File: config.mk
export PLATFORM = sky130hd
export DESIGN_NAME = dma_channel_regs_arbiter_irq_flat
export DESIGN_NICKNAME = d
export VERILOG_FILES = /design/src/hdl/dcr_pkg.sv /design/src/hdl/dcr_ifs.sv /design/src/hdl/dcr_arbiter.sv /design/src/hdl/dcr_regs.sv /design/src/hdl/dma_channel_regs_arbiter_irq.sv /design/src/flat_wrapper.sv
export SDC_FILE = /design/constraint.sdc
export NUM_CORES = 1
export LEC_CHECK = 0
export BUFFER_PORTS_ARGS = -buffer_cell sky130_fd_sc_hd__buf_2
export CAP_MARGIN = 20
export CORE_AREA = 5 5 260 262
export CTS_CLUSTER_DIAMETER = 150
export DETAILED_ROUTE_END_ITERATION = 10
export DIE_AREA = 0 0 265 267
export PLACE_DENSITY = 0.75
export SLEW_MARGIN = 20
export SYNTH_ARGS = -nofsm -noshare
export SYNTH_HDL_FRONTEND = slang
export SYNTH_SLANG_ARGS = --single-unit
File: constraint.sdc
create_clock -name clk -period 11.1 [get_ports clk]
set_input_delay 1.11 -clock clk [delete_from_list [all_inputs] [get_ports clk]]
set_output_delay 1.11 -clock clk [all_outputs]
set_load 0.1 [all_outputs]
File: src/hdl/dcr_pkg.sv
// Shared types and constants of the DMA channel register, arbiter and interrupt block.
`timescale 1ns / 1ps

package dcr_pkg;

    // Item kinds.
    localparam logic [1:0] OpRead  = 2'd0;
    localparam logic [1:0] OpWrite = 2'd1;
    localparam logic [1:0] OpDone  = 2'd2;

    // Register selects within a channel group.
    localparam logic [3:0] RegAddr  = 4'h0;
    localparam logic [3:0] RegBlock = 4'h4;
    localparam logic [3:0] RegCtrl  = 4'h8;

    // Channel codes.
    localparam logic [2:0] NoneCh   = 3'd7;
    localparam logic [2:0] GlobalCh = 3'd7;
    localparam logic [2:0] OtcCh    = 3'd6;

    localparam int StartBit   = 24;
    localparam int TriggerBit = 28;

    localparam logic [31:0] PrioReset   = 32'h0765_4321;
    localparam logic [31:0] IrqKeepMask = 32'h7f00_0000;
    localparam logic [31:0] IrqWrMask   = 32'h00ff_803f;
    localparam logic [31:0] CtrlMask    = 32'h7177_0703;
    localparam logic [31:0] OtcCtrlMask = 32'h5100_0002;
    localparam logic [31:0] OtcCtrlSet  = 32'h0000_0002;

    typedef struct packed {
        logic [1:0]  op;
        logic [6:0]  offset;
        logic [31:0] write_value;
        logic [2:0]  done_channel;
        logic [23:0] final_address;
    } in_beat_t;

    typedef struct packed {
        logic [31:0] read_data;
        logic        irq_raise;
        logic [2:0]  run_channel;
        logic        channel_started;
    } out_beat_t;

endpackage

File: src/hdl/dcr_ifs.sv
// Valid/ready channel interfaces for request and response beats.
`timescale 1ns / 1ps

interface dcr_req_if;
    logic        valid;
    logic        ready;
    logic [1:0]  op;
    logic [6:0]  offset;
    logic [31:0] write_value;
    logic [2:0]  done_channel;
    logic [23:0] final_address;

    modport source (output valid, op, offset, write_value, done_channel, final_address,
                    input ready);
    modport sink   (input valid, op, offset, write_value, done_channel, final_address,
                    output ready);
endinterface

interface dcr_rsp_if;
    logic        valid;
    logic        ready;
    logic [31:0] read_data;
    logic        irq_raise;
    logic [2:0]  run_channel;
    logic        channel_started;

    modport source (output valid, read_data, irq_raise, run_channel, channel_started,
                    input ready);
    modport sink   (input valid, read_data, irq_raise, run_channel, channel_started,
                    output ready);
endinterface

File: src/hdl/dcr_arbiter.sv
// Fixed priority arbiter over the busy channels.
`timescale 1ns / 1ps

module dcr_arbiter #(
    parameter int NUM_CHANNELS = 7
) (
    input  logic [NUM_CHANNELS-1:0] busy,
    input  logic [31:0]             prio,
    output logic [2:0]              pick
);

    // Expanded key is 8 + 8p - i; keys are unique, the lowest wins.
    always_comb
    begin
        logic [6:0] best_key;
        logic [6:0] key;
        best_key = 7'h7f;
        pick     = dcr_pkg::NoneCh;
        for (int i = 0; i < NUM_CHANNELS; i++)
        begin
            key = 7'd8 + {1'b0, prio[4*i +: 3], 3'b000} - 7'(i);
            if (busy[i] && (key < best_key))
            begin
                best_key = key;
                pick     = 3'(i);
            end
        end
    end

endmodule

File: src/hdl/dcr_regs.sv
// Channel and global register state with the write, start, stop and done logic.
`timescale 1ns / 1ps

module dcr_regs #(
    parameter int NUM_CHANNELS = 7
) (
    input  logic               clk,
    input  logic               rst_n,
    input  logic               commit,
    input  dcr_pkg::in_beat_t  item,
    output dcr_pkg::out_beat_t result,
    output logic [2:0]         cur_channel
);

    localparam int ChW = (NUM_CHANNELS > 1) ? $clog2(NUM_CHANNELS) : 1;

    logic [23:0] addr_reg  [NUM_CHANNELS];
    logic [31:0] block_reg [NUM_CHANNELS];
    logic [31:0] ctrl_reg  [NUM_CHANNELS];
    logic [31:0] prio_reg;
    logic [31:0] prio_next;
    logic [31:0] irqc_reg;
    logic [31:0] irqc_next;
    logic [NUM_CHANNELS-1:0] busy_reg;
    logic [NUM_CHANNELS-1:0] busy_next;
    logic [2:0]  cur_reg;
    logic [2:0]  cur_next;

    logic [2:0]     ch;
    logic [3:0]     rsel;
    logic [2:0]     sel;
    logic           sel_ok;
    logic [ChW-1:0] idx;
    logic [23:0]    rd_addr;
    logic [31:0]    rd_block;
    logic [31:0]    rd_ctrl;
    logic           addr_we;
    logic [23:0]    addr_wval;
    logic           block_we;
    logic           ctrl_we;
    logic [31:0]    ctrl_wval;
    logic           pick_req;
    logic [2:0]     pick_ch;
    logic [31:0]    rdata;
    logic           irq;
    logic           is_otc;

    assign ch     = item.offset[6:4];
    assign rsel   = item.offset[3:0];
    assign sel    = (item.op == dcr_pkg::OpDone) ? item.done_channel : ch;
    assign sel_ok = (sel < 3'(NUM_CHANNELS));
    assign idx    = sel[ChW-1:0];
    assign is_otc = (ch == dcr_pkg::OtcCh);

    assign rd_addr  = addr_reg[idx];
    assign rd_block = block_reg[idx];
    assign rd_ctrl  = ctrl_reg[idx];

    // Priority never changes in the same beat as a busy flag, so the
    // arbiter sees the stored priorities and the updated busy set.
    dcr_arbiter #(
        .NUM_CHANNELS (NUM_CHANNELS)
    ) u_arbiter (
        .busy (busy_next),
        .prio (prio_reg),
        .pick (pick_ch)
    );

    always_comb
    begin
        prio_next = prio_reg;
        irqc_next = irqc_reg;
        busy_next = busy_reg;
        addr_we   = 1'b0;
        addr_wval = item.write_value[23:0];
        block_we  = 1'b0;
        ctrl_we   = 1'b0;
        ctrl_wval = 32'h0;
        pick_req  = 1'b0;
        rdata     = 32'h0;
        irq       = 1'b0;

        case (item.op)
            dcr_pkg::OpRead:
            begin
                if (ch == dcr_pkg::GlobalCh)
                begin
                    rdata = item.offset[2] ? irqc_reg : prio_reg;
                end
                else if (sel_ok)
                begin
                    case (rsel)
                        dcr_pkg::RegAddr:  rdata = {8'h00, rd_addr};
                        dcr_pkg::RegBlock: rdata = rd_block;
                        dcr_pkg::RegCtrl:  rdata = rd_ctrl;
                        default:           rdata = 32'h0;
                    endcase
                end
            end
            dcr_pkg::OpWrite:
            begin
                if (ch == dcr_pkg::GlobalCh)
                begin
                    if (item.offset[2])
                    begin
                        // Flags written as one are acknowledged; bit 31 always clears.
                        irqc_next = ((irqc_reg & dcr_pkg::IrqKeepMask) & ~item.write_value)
                                  | (item.write_value & dcr_pkg::IrqWrMask);
                    end
                    else
                    begin
                        prio_next = item.write_value;
                    end
                end
                else if (sel_ok)
                begin
                    case (rsel)
                        dcr_pkg::RegAddr:  addr_we  = 1'b1;
                        dcr_pkg::RegBlock: block_we = 1'b1;
                        dcr_pkg::RegCtrl:
                        begin
                            ctrl_we   = 1'b1;
                            ctrl_wval = is_otc
                                ? ((item.write_value | dcr_pkg::OtcCtrlSet) & dcr_pkg::OtcCtrlMask)
                                : (item.write_value & dcr_pkg::CtrlMask);
                            if (item.write_value[dcr_pkg::StartBit])
                            begin
                                if (prio_reg[{ch, 2'b11}])
                                begin
                                    // Burst mode drops the trigger bit on start.
                                    if (is_otc || (ctrl_wval[10:9] == 2'b00))
                                    begin
                                        ctrl_wval[dcr_pkg::TriggerBit] = 1'b0;
                                    end
                                    busy_next[idx] = 1'b1;
                                    pick_req       = 1'b1;
                                end
                            end
                            else if (busy_reg[idx])
                            begin
                                busy_next[idx] = 1'b0;
                                pick_req       = (cur_reg == ch);
                            end
                        end
                        default: ;
                    endcase
                end
            end
            dcr_pkg::OpDone:
            begin
                if (sel_ok && busy_reg[idx])
                begin
                    addr_we   = 1'b1;
                    addr_wval = item.final_address;
                    ctrl_we   = 1'b1;
                    ctrl_wval = rd_ctrl;
                    ctrl_wval[dcr_pkg::StartBit] = 1'b0;
                    if (irqc_reg[{2'b10, sel}])
                    begin
                        irqc_next[{2'b11, sel}] = 1'b1;
                        if (irqc_reg[23])
                        begin
                            irqc_next[31] = 1'b1;
                            irq           = 1'b1;
                        end
                    end
                    busy_next[idx] = 1'b0;
                    pick_req       = (cur_reg == sel);
                end
            end
            default: ;
        endcase

        cur_next = pick_req ? pick_ch : cur_reg;
    end

    assign result.read_data       = rdata;
    assign result.irq_raise       = irq;
    assign result.run_channel     = cur_next;
    assign result.channel_started = (cur_next != dcr_pkg::NoneCh) && (cur_next != cur_reg);
    assign cur_channel            = cur_reg;

    always_ff @(posedge clk or negedge rst_n)
    begin
        if (!rst_n)
        begin
            for (int i = 0; i < NUM_CHANNELS; i++)
            begin
                addr_reg[i]  <= 24'h0;
                block_reg[i] <= 32'h0;
                ctrl_reg[i]  <= 32'h0;
            end
            prio_reg <= dcr_pkg::PrioReset;
            irqc_reg <= 32'h0;
            busy_reg <= '0;
            cur_reg  <= dcr_pkg::NoneCh;
        end
        else if (commit)
        begin
            if (addr_we)
            begin
                addr_reg[idx] <= addr_wval;
            end
            if (block_we)
            begin
                block_reg[idx] <= item.write_value;
            end
            if (ctrl_we)
            begin
                ctrl_reg[idx] <= ctrl_wval;
            end
            prio_reg <= prio_next;
            irqc_reg <= irqc_next;
            busy_reg <= busy_next;
            cur_reg  <= cur_next;
        end
    end

endmodule

File: src/hdl/dma_channel_regs_arbiter_irq.sv
// Top level: request register, register/arbiter core and response register.
// Request beats pass the request register, then the core, then the response register.
// Throughput: one beat per cycle, sustained while the response side keeps ready high.
// The rate is set by the core pass between request and response registers, which
// updates all channel state in the same cycle it computes the result.
// Reset (rst_n, async, active low) empties both stages, clears the registers,
// loads priority 0x07654321 and marks no channel active.
`timescale 1ns / 1ps

module dma_channel_regs_arbiter_irq #(
    parameter int NUM_CHANNELS = 7
) (
    input  logic       clk,
    input  logic       rst_n,
    dcr_req_if.sink    req,
    dcr_rsp_if.source  rsp
);

    // Request stage holds one beat; it hands over to the response stage when
    // that stage is empty or its beat is being taken this cycle.
    logic                s1_valid_reg;
    dcr_pkg::in_beat_t   s1_item_reg;
    logic                rsp_valid_reg;
    dcr_pkg::out_beat_t  rsp_beat_reg;
    logic                adv;
    dcr_pkg::out_beat_t  core_result;
    logic [2:0]          cur_channel;
    logic                req_fire;

    assign adv       = s1_valid_reg && (!rsp_valid_reg || rsp.ready);
    assign req.ready = !s1_valid_reg || adv;
    assign req_fire  = req.valid && req.ready;

    // The core commits its state update exactly when the beat moves on.
    dcr_regs #(
        .NUM_CHANNELS (NUM_CHANNELS)
    ) u_regs (
        .clk         (clk),
        .rst_n       (rst_n),
        .commit      (adv),
        .item        (s1_item_reg),
        .result      (core_result),
        .cur_channel (cur_channel)
    );

    always_ff @(posedge clk or negedge rst_n)
    begin
        if (!rst_n)
        begin
            s1_valid_reg  <= 1'b0;
            rsp_valid_reg <= 1'b0;
        end
        else
        begin
            if (req.ready)
            begin
                s1_valid_reg <= req.valid;
            end
            if (adv)
            begin
                rsp_valid_reg <= 1'b1;
            end
            else if (rsp.ready)
            begin
                rsp_valid_reg <= 1'b0;
            end
        end
    end

    // Payload registers carry no reset.
    always_ff @(posedge clk)
    begin
        if (req_fire)
        begin
            s1_item_reg.op            <= req.op;
            s1_item_reg.offset        <= req.offset;
            s1_item_reg.write_value   <= req.write_value;
            s1_item_reg.done_channel  <= req.done_channel;
            s1_item_reg.final_address <= req.final_address;
        end
        if (adv)
        begin
            rsp_beat_reg <= core_result;
        end
    end

    assign rsp.valid           = rsp_valid_reg;
    assign rsp.read_data       = rsp_beat_reg.read_data;
    assign rsp.irq_raise       = rsp_beat_reg.irq_raise;
    assign rsp.run_channel     = rsp_beat_reg.run_channel;
    assign rsp.channel_started = rsp_beat_reg.channel_started;

    // An interrupt can only come from a done event.
    assert property (@(posedge clk) disable iff (!rst_n)
        adv && core_result.irq_raise |-> s1_item_reg.op == dcr_pkg::OpDone)
        else $error("interrupt raised by a beat that is not a done event");

    // A started channel is a real channel and becomes the stored current channel.
    assert property (@(posedge clk) disable iff (!rst_n)
        adv && core_result.channel_started |=> cur_channel != dcr_pkg::NoneCh
            && cur_channel == $past(core_result.run_channel))
        else $error("started channel not held as current channel");

    // A held request beat is not lost while the response side stalls.
    assert property (@(posedge clk) disable iff (!rst_n)
        s1_valid_reg && !adv |=> s1_valid_reg)
        else $error("request stage dropped a beat");

    // The current channel is either none or one that exists.
    assert property (@(posedge clk) disable iff (!rst_n)
        (cur_channel < 3'(NUM_CHANNELS)) || (cur_channel == dcr_pkg::NoneCh))
        else $error("current channel out of range");

endmodule

File: src/flat_wrapper.sv
// flat-port wrapper written by rule: the top's interface ports become plain ports
module dma_channel_regs_arbiter_irq_flat 
#(
    parameter int NUM_CHANNELS = 7
)
  (clk, rst_n, req_valid, req_op, req_offset, req_write_value, req_done_channel, req_final_address, req_ready, rsp_valid, rsp_read_data, rsp_irq_raise, rsp_run_channel, rsp_channel_started, rsp_ready);
  dcr_req_if req_i ();
  dcr_rsp_if rsp_i ();
  input  logic clk;
  input  logic rst_n;
  input wire logic [$bits(req_i.valid)-1:0] req_valid;
  input wire logic [$bits(req_i.op)-1:0] req_op;
  input wire logic [$bits(req_i.offset)-1:0] req_offset;
  input wire logic [$bits(req_i.write_value)-1:0] req_write_value;
  input wire logic [$bits(req_i.done_channel)-1:0] req_done_channel;
  input wire logic [$bits(req_i.final_address)-1:0] req_final_address;
  output wire logic [$bits(req_i.ready)-1:0] req_ready;
  output wire logic [$bits(rsp_i.valid)-1:0] rsp_valid;
  output wire logic [$bits(rsp_i.read_data)-1:0] rsp_read_data;
  output wire logic [$bits(rsp_i.irq_raise)-1:0] rsp_irq_raise;
  output wire logic [$bits(rsp_i.run_channel)-1:0] rsp_run_channel;
  output wire logic [$bits(rsp_i.channel_started)-1:0] rsp_channel_started;
  input wire logic [$bits(rsp_i.ready)-1:0] rsp_ready;
  assign req_i.valid = req_valid;
  assign req_i.op = req_op;
  assign req_i.offset = req_offset;
  assign req_i.write_value = req_write_value;
  assign req_i.done_channel = req_done_channel;
  assign req_i.final_address = req_final_address;
  assign req_ready = req_i.ready;
  assign rsp_valid = rsp_i.valid;
  assign rsp_read_data = rsp_i.read_data;
  assign rsp_irq_raise = rsp_i.irq_raise;
  assign rsp_run_channel = rsp_i.run_channel;
  assign rsp_channel_started = rsp_i.channel_started;
  assign rsp_i.ready = rsp_ready;
  dma_channel_regs_arbiter_irq #(.NUM_CHANNELS(NUM_CHANNELS)) u_core (.clk(clk), .rst_n(rst_n), .req(req_i), .rsp(rsp_i));
endmodule
Word-level counts from Yosys, hierarchy flattened --
Index checks and enable logic that the tools add are counted.
Cells by class: add/subtract/negate cells 13, multiply operators 0, div/mod/pow operators 0, $lt $le $gt $ge 16, equal/unequal tests 14, shifts and indexed selects 0, mux-type cells 94, bitwise logic cells 9, reductions and logical operators 30
Operator list (number):
- bitwise mux 224 bit | 2
- two-way mux 32 bit | 13
- binary-select mux 32 bit (select 3 bit) | 2
- bitwise mux 168 bit | 1
- one-hot mux 32 bit (2 select lines) | 2
- two-way mux 24 bit | 5
- demux 32 bit (select 3 bit) | 1
- one-hot mux 32 bit (3 select lines) | 1
- two-way mux 31 bit | 3
- two-way mux 7 bit | 13
- binary-select mux 24 bit (select 3 bit) | 1
- demux 24 bit (select 3 bit) | 1
- adder 4 x 6 -> 7 bit (first input constant) | 7
- less-than comparator 7 bit | 6
- AND 31 x 32 -> 32 bit | 1
- NOT 32 bit | 1
- bitwise OR 32 x 24 -> 32 bit | 1
- bitwise OR 32 bit | 1
- two-way mux 1 bit | 30
- two-way mux 30 bit | 1
- two-way mux 3 bit | 9
- subtractor 7 x 3 -> 7 bit (second input constant) | 3
- less-than comparator 5 x 6 -> 1 bit (second input constant) | 3
- logical AND 1 bit | 14
- other kinds (37) | 54
Storage, ports and cells: flip-flop bits (word level) 797, latch bits 0, memory bits (writable) 0, ROM bits 0, input port bits 72, word-level logic and storage cells 212, memories kept 0

Longest topological paths before layout --
Gate-level depths: netlist (run 1).
word-level depth 37, mapped depth 55

By module --
A second synthesis (run 1) with hierarchy kept.
Unflattened totals: cells, all modules 3731, area, all modules 40231.1 um^2
By module, submodules not included:
- dcr_regs | instances 1, cells each 3467, area each 35811.8 um^2
- dma_channel_regs_arbiter_irq | instances 1, cells each 113, area each 3256.9 um^2
- dcr_arbiter | instances 1, cells each 151, area each 1162.4 um^2

Worst setup path after synthesis (run 1) --
OpenSTA, ideal clock, no wires.
path type flip-flop to flip-flop, start register u_core.s1_item_reg[66] in the netlist's numbering, end register u_core.rsp_beat_reg, in the netlist u_core.rsp.channel_started (data pin), library setup time 176 ps, arrival time 10468 ps, required time 10924 ps, setup slack 456 ps, cell stages (with the launch flop) 52, buffers on the path 2, period minus slack after synthesis 10644 ps, path through edfxtp_1 -> inv_1 -> ha_1 -> buf_2 -> nor4_1 -> nor2_1 -> or4b_1 -> and2_1 -> nor2_1 -> ha_1 -> o21a_1 -> o21ai_0 -> and2_1 -> o21ai_0 -> mux2_2 -> inv_1 -> ha_1 -> and2_1 -> [16 not listed] -> mux2i_1 -> or4b_4 -> o311ai_4 -> mux2i_1 -> ha_1 -> a211oi_1 -> nand3_1 -> o31ai_2 -> nor2_1 -> a21oi_1 -> ha_1 -> a21o_1 -> a21oi_1 -> o21ai_0 -> a31o_2 -> a211o_1 -> and4_1 -> o32ai_1
RTL lines:
- start, declared | RTL line dma_channel_regs_arbiter_irq.sv:22 | dcr_pkg::in_beat_t s1_item_reg;
- end signal, assigned | RTL line dma_channel_regs_arbiter_irq.sv:83 | rsp_beat_reg <= core_result;
- end, declared | RTL line dma_channel_regs_arbiter_irq.sv:24 | dcr_pkg::out_beat_t rsp_beat_reg;

==> results of run 1 <==
[layout by cell type, fill, tap and decap left out, drive strengths merged, types with 7 or more instances in the layout]
| cell | n |
|---|---|
| clkinv | 17 |
| o21ai | 261 |
| edfxtp | 105 |
| mux2 | 279 |
| a21boi | 8 |
| a211oi | 16 |
| nor3 | 29 |
| o2111ai | 11 |
| nor2 | 367 |
| a22oi | 7 |
| a311oi | 8 |
| ha | 19 |
| clkbuf | 126 |
| inv | 23 |
| dfstp | 15 |
| a31oi | 51 |
| a221oi | 7 |
| a21oi | 319 |
| nor4 | 10 |
| nand2 | 736 |
| and2 | 25 |
| o221ai | 50 |
| buf | 249 |
| nor2b | 17 |
| a21o | 8 |
| dfrtp | 668 |
| o21a | 7 |
| o211ai | 25 |
| nand2b | 7 |
| o31ai | 15 |
| nand3 | 62 |
| o22ai | 66 |
| mux2i | 59 |
[layer usage]
layer	wire, µm	up-vias	GRT usage
met5	26	-	0
met4	7410	4	0.177
met3	14800	386	0.0918
met2	52700	1963	0.499
met1	46000	14800	0.454
li1	-	12800	-
[area by class of cell]
class | instances | share of cell area
inverter | 19 | 0.00175
clock inverter | 23 | 0.00426
tap | 864 | 0.0265
timing repair buffer | 249 | 0.0412
multi-input combinational | 2543 | 0.368
clock buffer | 126 | 0.0621
antenna | 1 | 0.0000612
sequential | 788 | 0.496
[cell families after synthesis]
family | Yosys count | synth area share
simple gates | 1278 | 0.144
compound gates | 898 | 0.149
buf+inv | 283 | 0.0301
xor+xnor | 7 | 0.00170
fa+ha+maj | 19 | 0.00660
flops | 788 | 0.562
mux | 341 | 0.105
[final timing paths]
path | start | to | slack, ps
hold reg to reg | u_core.u_regs.ctrl_reg[87] | u_core.u_regs.ctrl_reg[87] | 470
setup / recovery | u_core.s1_item_reg[59] | u_core.rsp.channel_started | 390
hold / removal | rst_n | u_core.u_regs.busy_reg[2] | 450
setup reg to reg | u_core.s1_item_reg[59] | u_core.rsp.channel_started | 390
max in group asynchronous | rst_n | u_core.u_regs.ctrl_reg[74] | 8430
min in group clk | u_core.u_regs.ctrl_reg[87] | u_core.u_regs.ctrl_reg[87] | 470
[what timing repair did]
action	CTS	global route
hold endpoints to repair	0	0
gates resized for setup	4	29
cloned	0	0
pin swaps	1	14
hold buffers	0	0
setup endpoints to repair	1	7
setup buffers	0	13
[power groups by stage]
stage                     sequential, mW  clock (mW)  combinational, mW
final                               3.27        2.77              0.947
after global routing                3.28        2.91               1.02
after CTS                           3.26        2.79              0.908
after detailed placement            3.31           0              0.900
after global placement              3.30           0              0.886
after floorplan                     3.32           0              0.503
[per-stage QoR]
stage	cell area [µm²]	power, mW
after detailed placement	37800	4.21
after global routing	40900	7.20
after floorplan	36000	3.82
final	40900	6.98
after CTS	40600	6.95
after global placement	37800	4.19
==> results.json, run 1 <==
{
  "path_buf_inv": 3,
  "core_mm2": 0.0652,
  "ys_ff_latch": 788,
  "switchingPower_mw": 1.94,
  "num-nets-final": 3774,
  "reg2reg_depth": 50,
  "timing.fmax_mhz": 93.4,
  "ys_types": 85,
  "clk_pin_slew_ps": 60,
  "synthFlopType": "dfrtp_1",
  "drc": 0,
  "slowest_stage": "or4b_4",
  "p_per_area_mw_per_mm2": 171,
  "fin_cells": 4613,
  "crit_path_end_kind": "flip-flop",
  "hold_viol": 0,
  "status": "finished, final reports clean",
  "worstSetupPathType": "reg -> reg",
  "syn_inst": 3614,
  "clock_skew_ps": 22.0,
  "dieArea_mm2": 0.0708,
  "cts_sinks": 788,
  "vias_per_cell": 6.49,
  "cp_common_cell": "ha_1",
  "dp_hpwl_um": 72800,
  "layout-drive-gt1-share": 0.204,
  "placed_cells": 4447,
  "fin_ws_ps": 392,
  "dr_total_vias": 29900,
  "worstPathArrival_ps": 11170,
  "cp_max_fo": 7,
  "boundaryPins": 111,
  "setup_viol": 0,
  "synth_area_leaders": "dfrtp_1 (46%), edfxtp_1 (8.8%), mux2_2 (8.7%), nand2_1 (7.7%), a21oi_1 (4.4%)",
  "hold_class": "in -> async",
  "drt-total-wl_um": 121000,
  "synthMostInstantiatedCell": "nand2_1",
  "clock_latency_ps": 640,
  "drtIter0Drc": 4121,
  "root_buffer": "clkbuf_16",
  "grtUsageTotal": 0.335,
  "first_pass_iters": 6,
  "synthTopCellsByCount": "nand2_1 (736), dfrtp_1 (668), nor2_1 (367)",
  "final_util": 0.627,
  "seqCellArea_mm2": 0.0203,
  "cts_buffers": 82,
  "critPathMaxStageDelay_ps": 600,
  "period_share": 0.965,
  "ir_worst_vdd_v": 0.000120,
  "relSlewSlack": 0.203,
  "synth_nets": 3705,
  "synth_edf_count": 105,
  "sw_frac_of_total": 0.278,
  "synthArstFlopShare": 0.867,
  "ctsHtreeMaxLevel": 3,
  "ant_nets": 0,
  "multi_input_area_mm2": 0.0150,
  "rows": 94,
  "place_congestion": 0.982,
  "area_growth_pct": 13.4,
  "nFillCells": 5190,
  "slew_violations": 0,
  "wl_per_cell_um": 26.2,
  "initial_core_util": 0.553,
  "grt_max_degree": 174,
  "avgSynthCellArea_um2": 9.97,
  "hold_slack_ps": 451,
  "synth_top_area_share": 0.464,
  "die-width_um": 265,
  "crit_path_start_kind": "flip-flop",
  "synth_area_leader_cell": "dfrtp_1",
  "place.port_buffers": 110,
  "ys_seq_area_frac": 0.562,
  "p_clk_frac": 0.397,
  "yosys_warnings": 0,
  "p_int_mw": 5.04,
  "die_y_um": 267,
  "max_cap_violations": 0,
  "tightest_slew_ps": 1200,
  "final.setup.tns_ps": 0,
  "syn-cell-area_mm2": 0.0360,
  "crit_family": "compound AO/OA/AOI/OAI gates",
  "grt_pass1_vias": 28800,
  "cts_buffer_depth": 3,
  "pre_cts_ws_ps": -122,
  "path_depth": 50,
  "pwr-share-seq": 0.468,
  "grt.overflow.total": 0,
  "tritoncts": "done",
  "grt_first_pass_wirelength_um": 181000,
  "required_ps": 11560,
  "grt_antenna_before_repair": 5,
  "p_comb_frac": 0.136,
  "leakage_nw": 18.8,
  "post-route-min-period_ps": 10710
}
Note: power is estimated with default switching activity, not from simulation.
==> inputs of run 2 (changes only) <==
--- a/config.mk
+++ b/config.mk
@@ -7,11 +7,11 @@
 export LEC_CHECK = 0
 export BUFFER_PORTS_ARGS = -buffer_cell sky130_fd_sc_hd__buf_2
 export CAP_MARGIN = 20
-export CORE_AREA = 5 5 260 262
+export CORE_AREA = 5 5 248 250
 export CTS_CLUSTER_DIAMETER = 150
 export DETAILED_ROUTE_END_ITERATION = 10
-export DIE_AREA = 0 0 265 267
-export PLACE_DENSITY = 0.75
+export DIE_AREA = 0 0 253 255
+export PLACE_DENSITY = 0.79
 export SLEW_MARGIN = 20
 export SYNTH_ARGS = -nofsm -noshare
 export SYNTH_HDL_FRONTEND = slang
==> constraint.sdc (replaced) <==
create_clock -name clk -period 10.8 [get_ports clk]
set_input_delay 1.08 -clock clk [delete_from_list [all_inputs] [get_ports clk]]
set_output_delay 1.08 -clock clk [all_outputs]
set_load 0.1 [all_outputs]
==> run 2 against run 1 <==
  * Die area down 8.8%
  * Critical path depth is 1 lower
  * Flip-flop and latch count unchanged
  * Maximum frequency grew 0.12%
  * Routed wire length shrank 1.5%
  * Critical path type unchanged
  * Non-clock buffer count grew 17
  * Register-to-register slack worse by 290 ps
  * Core utilization grew 7.4 points
  * Global-route usage up 2.8 points
  * Sequential power is 3% higher
  * Setup slack got worse by 290 ps
  * First-iteration DRC count grew 3.4%
==> results.json, run 2 (synthesis results as in run 1) <==
{
  "status": "finished, final reports clean",
  "leakage_nw": 19.0,
  "fin_cells": 4533,
  "p_per_area_mw_per_mm2": 178,
  "final_util": 0.701,
  "timing.fmax_mhz": 93.5,
  "boundaryPins": 111,
  "crit_family": "compound AO/OA/AOI/OAI gates",
  "dp_hpwl_um": 71400,
  "tritoncts": "done",
  "setup_viol": 0,
  "layout-drive-gt1-share": 0.213,
  "hold_class": "in -> async",
  "tightest_slew_ps": 1170,
  "grt_pass1_vias": 29300,
  "holdBufCountCts": 0,
  "final_common_cell": "nand2_1",
  "wl_per_cell_um": 26.3,
  "core_mm2": 0.0588,
  "routed-wl-met2_um": 52400,
  "fin_ws_ps": 105,
  "worstSetupPathType": "reg -> reg",
  "r2r_end": "u_core.rsp.channel_started",
  "vias_per_cell": 6.66,
  "path_buf_inv": 4,
  "max_cap_violations": 0,
  "area_growth_pct": 14.5,
  "grt_first_pass_wirelength_um": 179000,
  "top_layer_used": "met5",
  "r2r_slack_ps": 110,
  "clk_pin_slew_ps": 60,
  "num-nets-final": 3790,
  "post-route-min-period_ps": 10690,
  "slowest_stage": "or4b_4",
  "rr_startpoint": "u_core.s1_item_reg[60]",
  "ir_worst_vdd_v": 0.000164,
  "ant_nets": 0,
  "drc": 0,
  "placed_cells": 4363,
  "grt_antenna_before_repair": 7,
  "cts_sinks": 788,
  "drtIter0Drc": 4261,
  "grtUsageTotal": 0.363,
  "reg2reg_depth": 49,
  "cp_max_fo": 5,
  "die-width_um": 253,
  "initial_core_util": 0.613,
  "root_buffer": "clkbuf_16",
  "rows": 89,
  "slew_violations": 0,
  "hold_slack_ps": 473,
  "place_congestion": 0.959,
  "crit_path_start_kind": "flip-flop",
  "grt_max_degree": 191,
  "relSlewSlack": 0.219,
  "drt-total-wl_um": 119000,
  "pre_cts_ws_ps": -468,
  "critPathMaxStageDelay_ps": 580,
  "grt.overflow.total": 0,
  "clock_latency_ps": 650,
  "cts_buffer_depth": 3,
  "required_ps": 11250,
  "final_cell_mix": "nand2_1 (731), dfrtp_1 (668), nor2_1 (339)",
  "die_y_um": 255,
  "period_share": 0.990,
  "dieArea_mm2": 0.0645,
  "ctsHtreeMaxLevel": 3,
  "dr_total_vias": 30200,
  "cts_buffers": 81,
  "rsz0062_at_grt": "yes",
  "first_pass_iters": 6,
  "worstPathArrival_ps": 11150,
  "crit_path_end_kind": "flip-flop",
  "place.port_buffers": 110,
  "clock_skew_ps": 35.1,
  "wl_met3_um": 14500,
  "drt-met1-wl_um": 44200,
  "hold_viol": 0
}
-- run 2: area by class of cell --
cell class              instances  area [µm²]
clock inverters                28         482
clock buffers                 114        2340
repair buffers                266        1830
flip-flops and latches        788       20300
inverters                      19        73.8
fillers                      4180       17600
well taps                     773         967
multi-input cells            2543       15300
diodes                          2        5.00
-- run 2: per-layer routing --
layer | vias up | global-route usage
li1 | 12800 | -
met1 | 14800 | 0.482
met2 | 2053 | 0.540
met3 | 502 | 0.104
met4 | 10 | 0.214
met5 | - | 0
-- run 2: worst max path at each step --
stage | cells after the start | from | slack [ps] | end
2_1_floorplan | 51 | u_core.s1_item_reg[66] | 160 | u_core.rsp.channel_started
3_5_place_dp | 47 | u_core.s1_item_reg[59] | -470 | u_core.rsp.channel_started
4_1_cts | 50 | u_core.s1_item_reg[60] | 20 | u_core.rsp.channel_started
5_1_grt | 53 | u_core.s1_item_reg[60] | -390 | u_core.rsp.channel_started
3_3_place_gp | 50 | u_core.s1_item_reg[66] | -310 | u_core.rsp.channel_started
6_report | 49 | u_core.s1_item_reg[60] | 110 | u_core.rsp.channel_started
-- run 2: worst reg2reg max path, delay by kind of cell, from the launching register on --
family	cells	cell delay [ps]
multiplexers	2	430
AO/OA/AOI/OAI	22	4430
adder cells (fa/ha/maj)	6	1510
flip-flops	1	380
AND/OR/NAND/NOR	15	3280
buffers and inverters	4	500
-- run 2: power by group --
group	switching, mW	internal (mW)
Sequential	0.160	3.21
Combinational	0.672	0.331
Clock	1.19	1.78
-- run 2: what timing repair did --
action,in CTS,in global routing
pin swaps,3,40
gates resized for setup,16,57
endpoints found under the setup margin,7,7
setup buffers,7,19
-- run 2: through the flow --
stage / instance area, µm² / power [mW] / TNS, ps
after global placement: 37800 / 4.30 / -701
after floorplan: 36000 / 3.93 / 0
after global routing: 41200 / 7.56 / -1530
after CTS: 40800 / 7.28 / 0
after detailed placement: 37800 / 4.32 / -1800
final: 41200 / 7.34 / 0
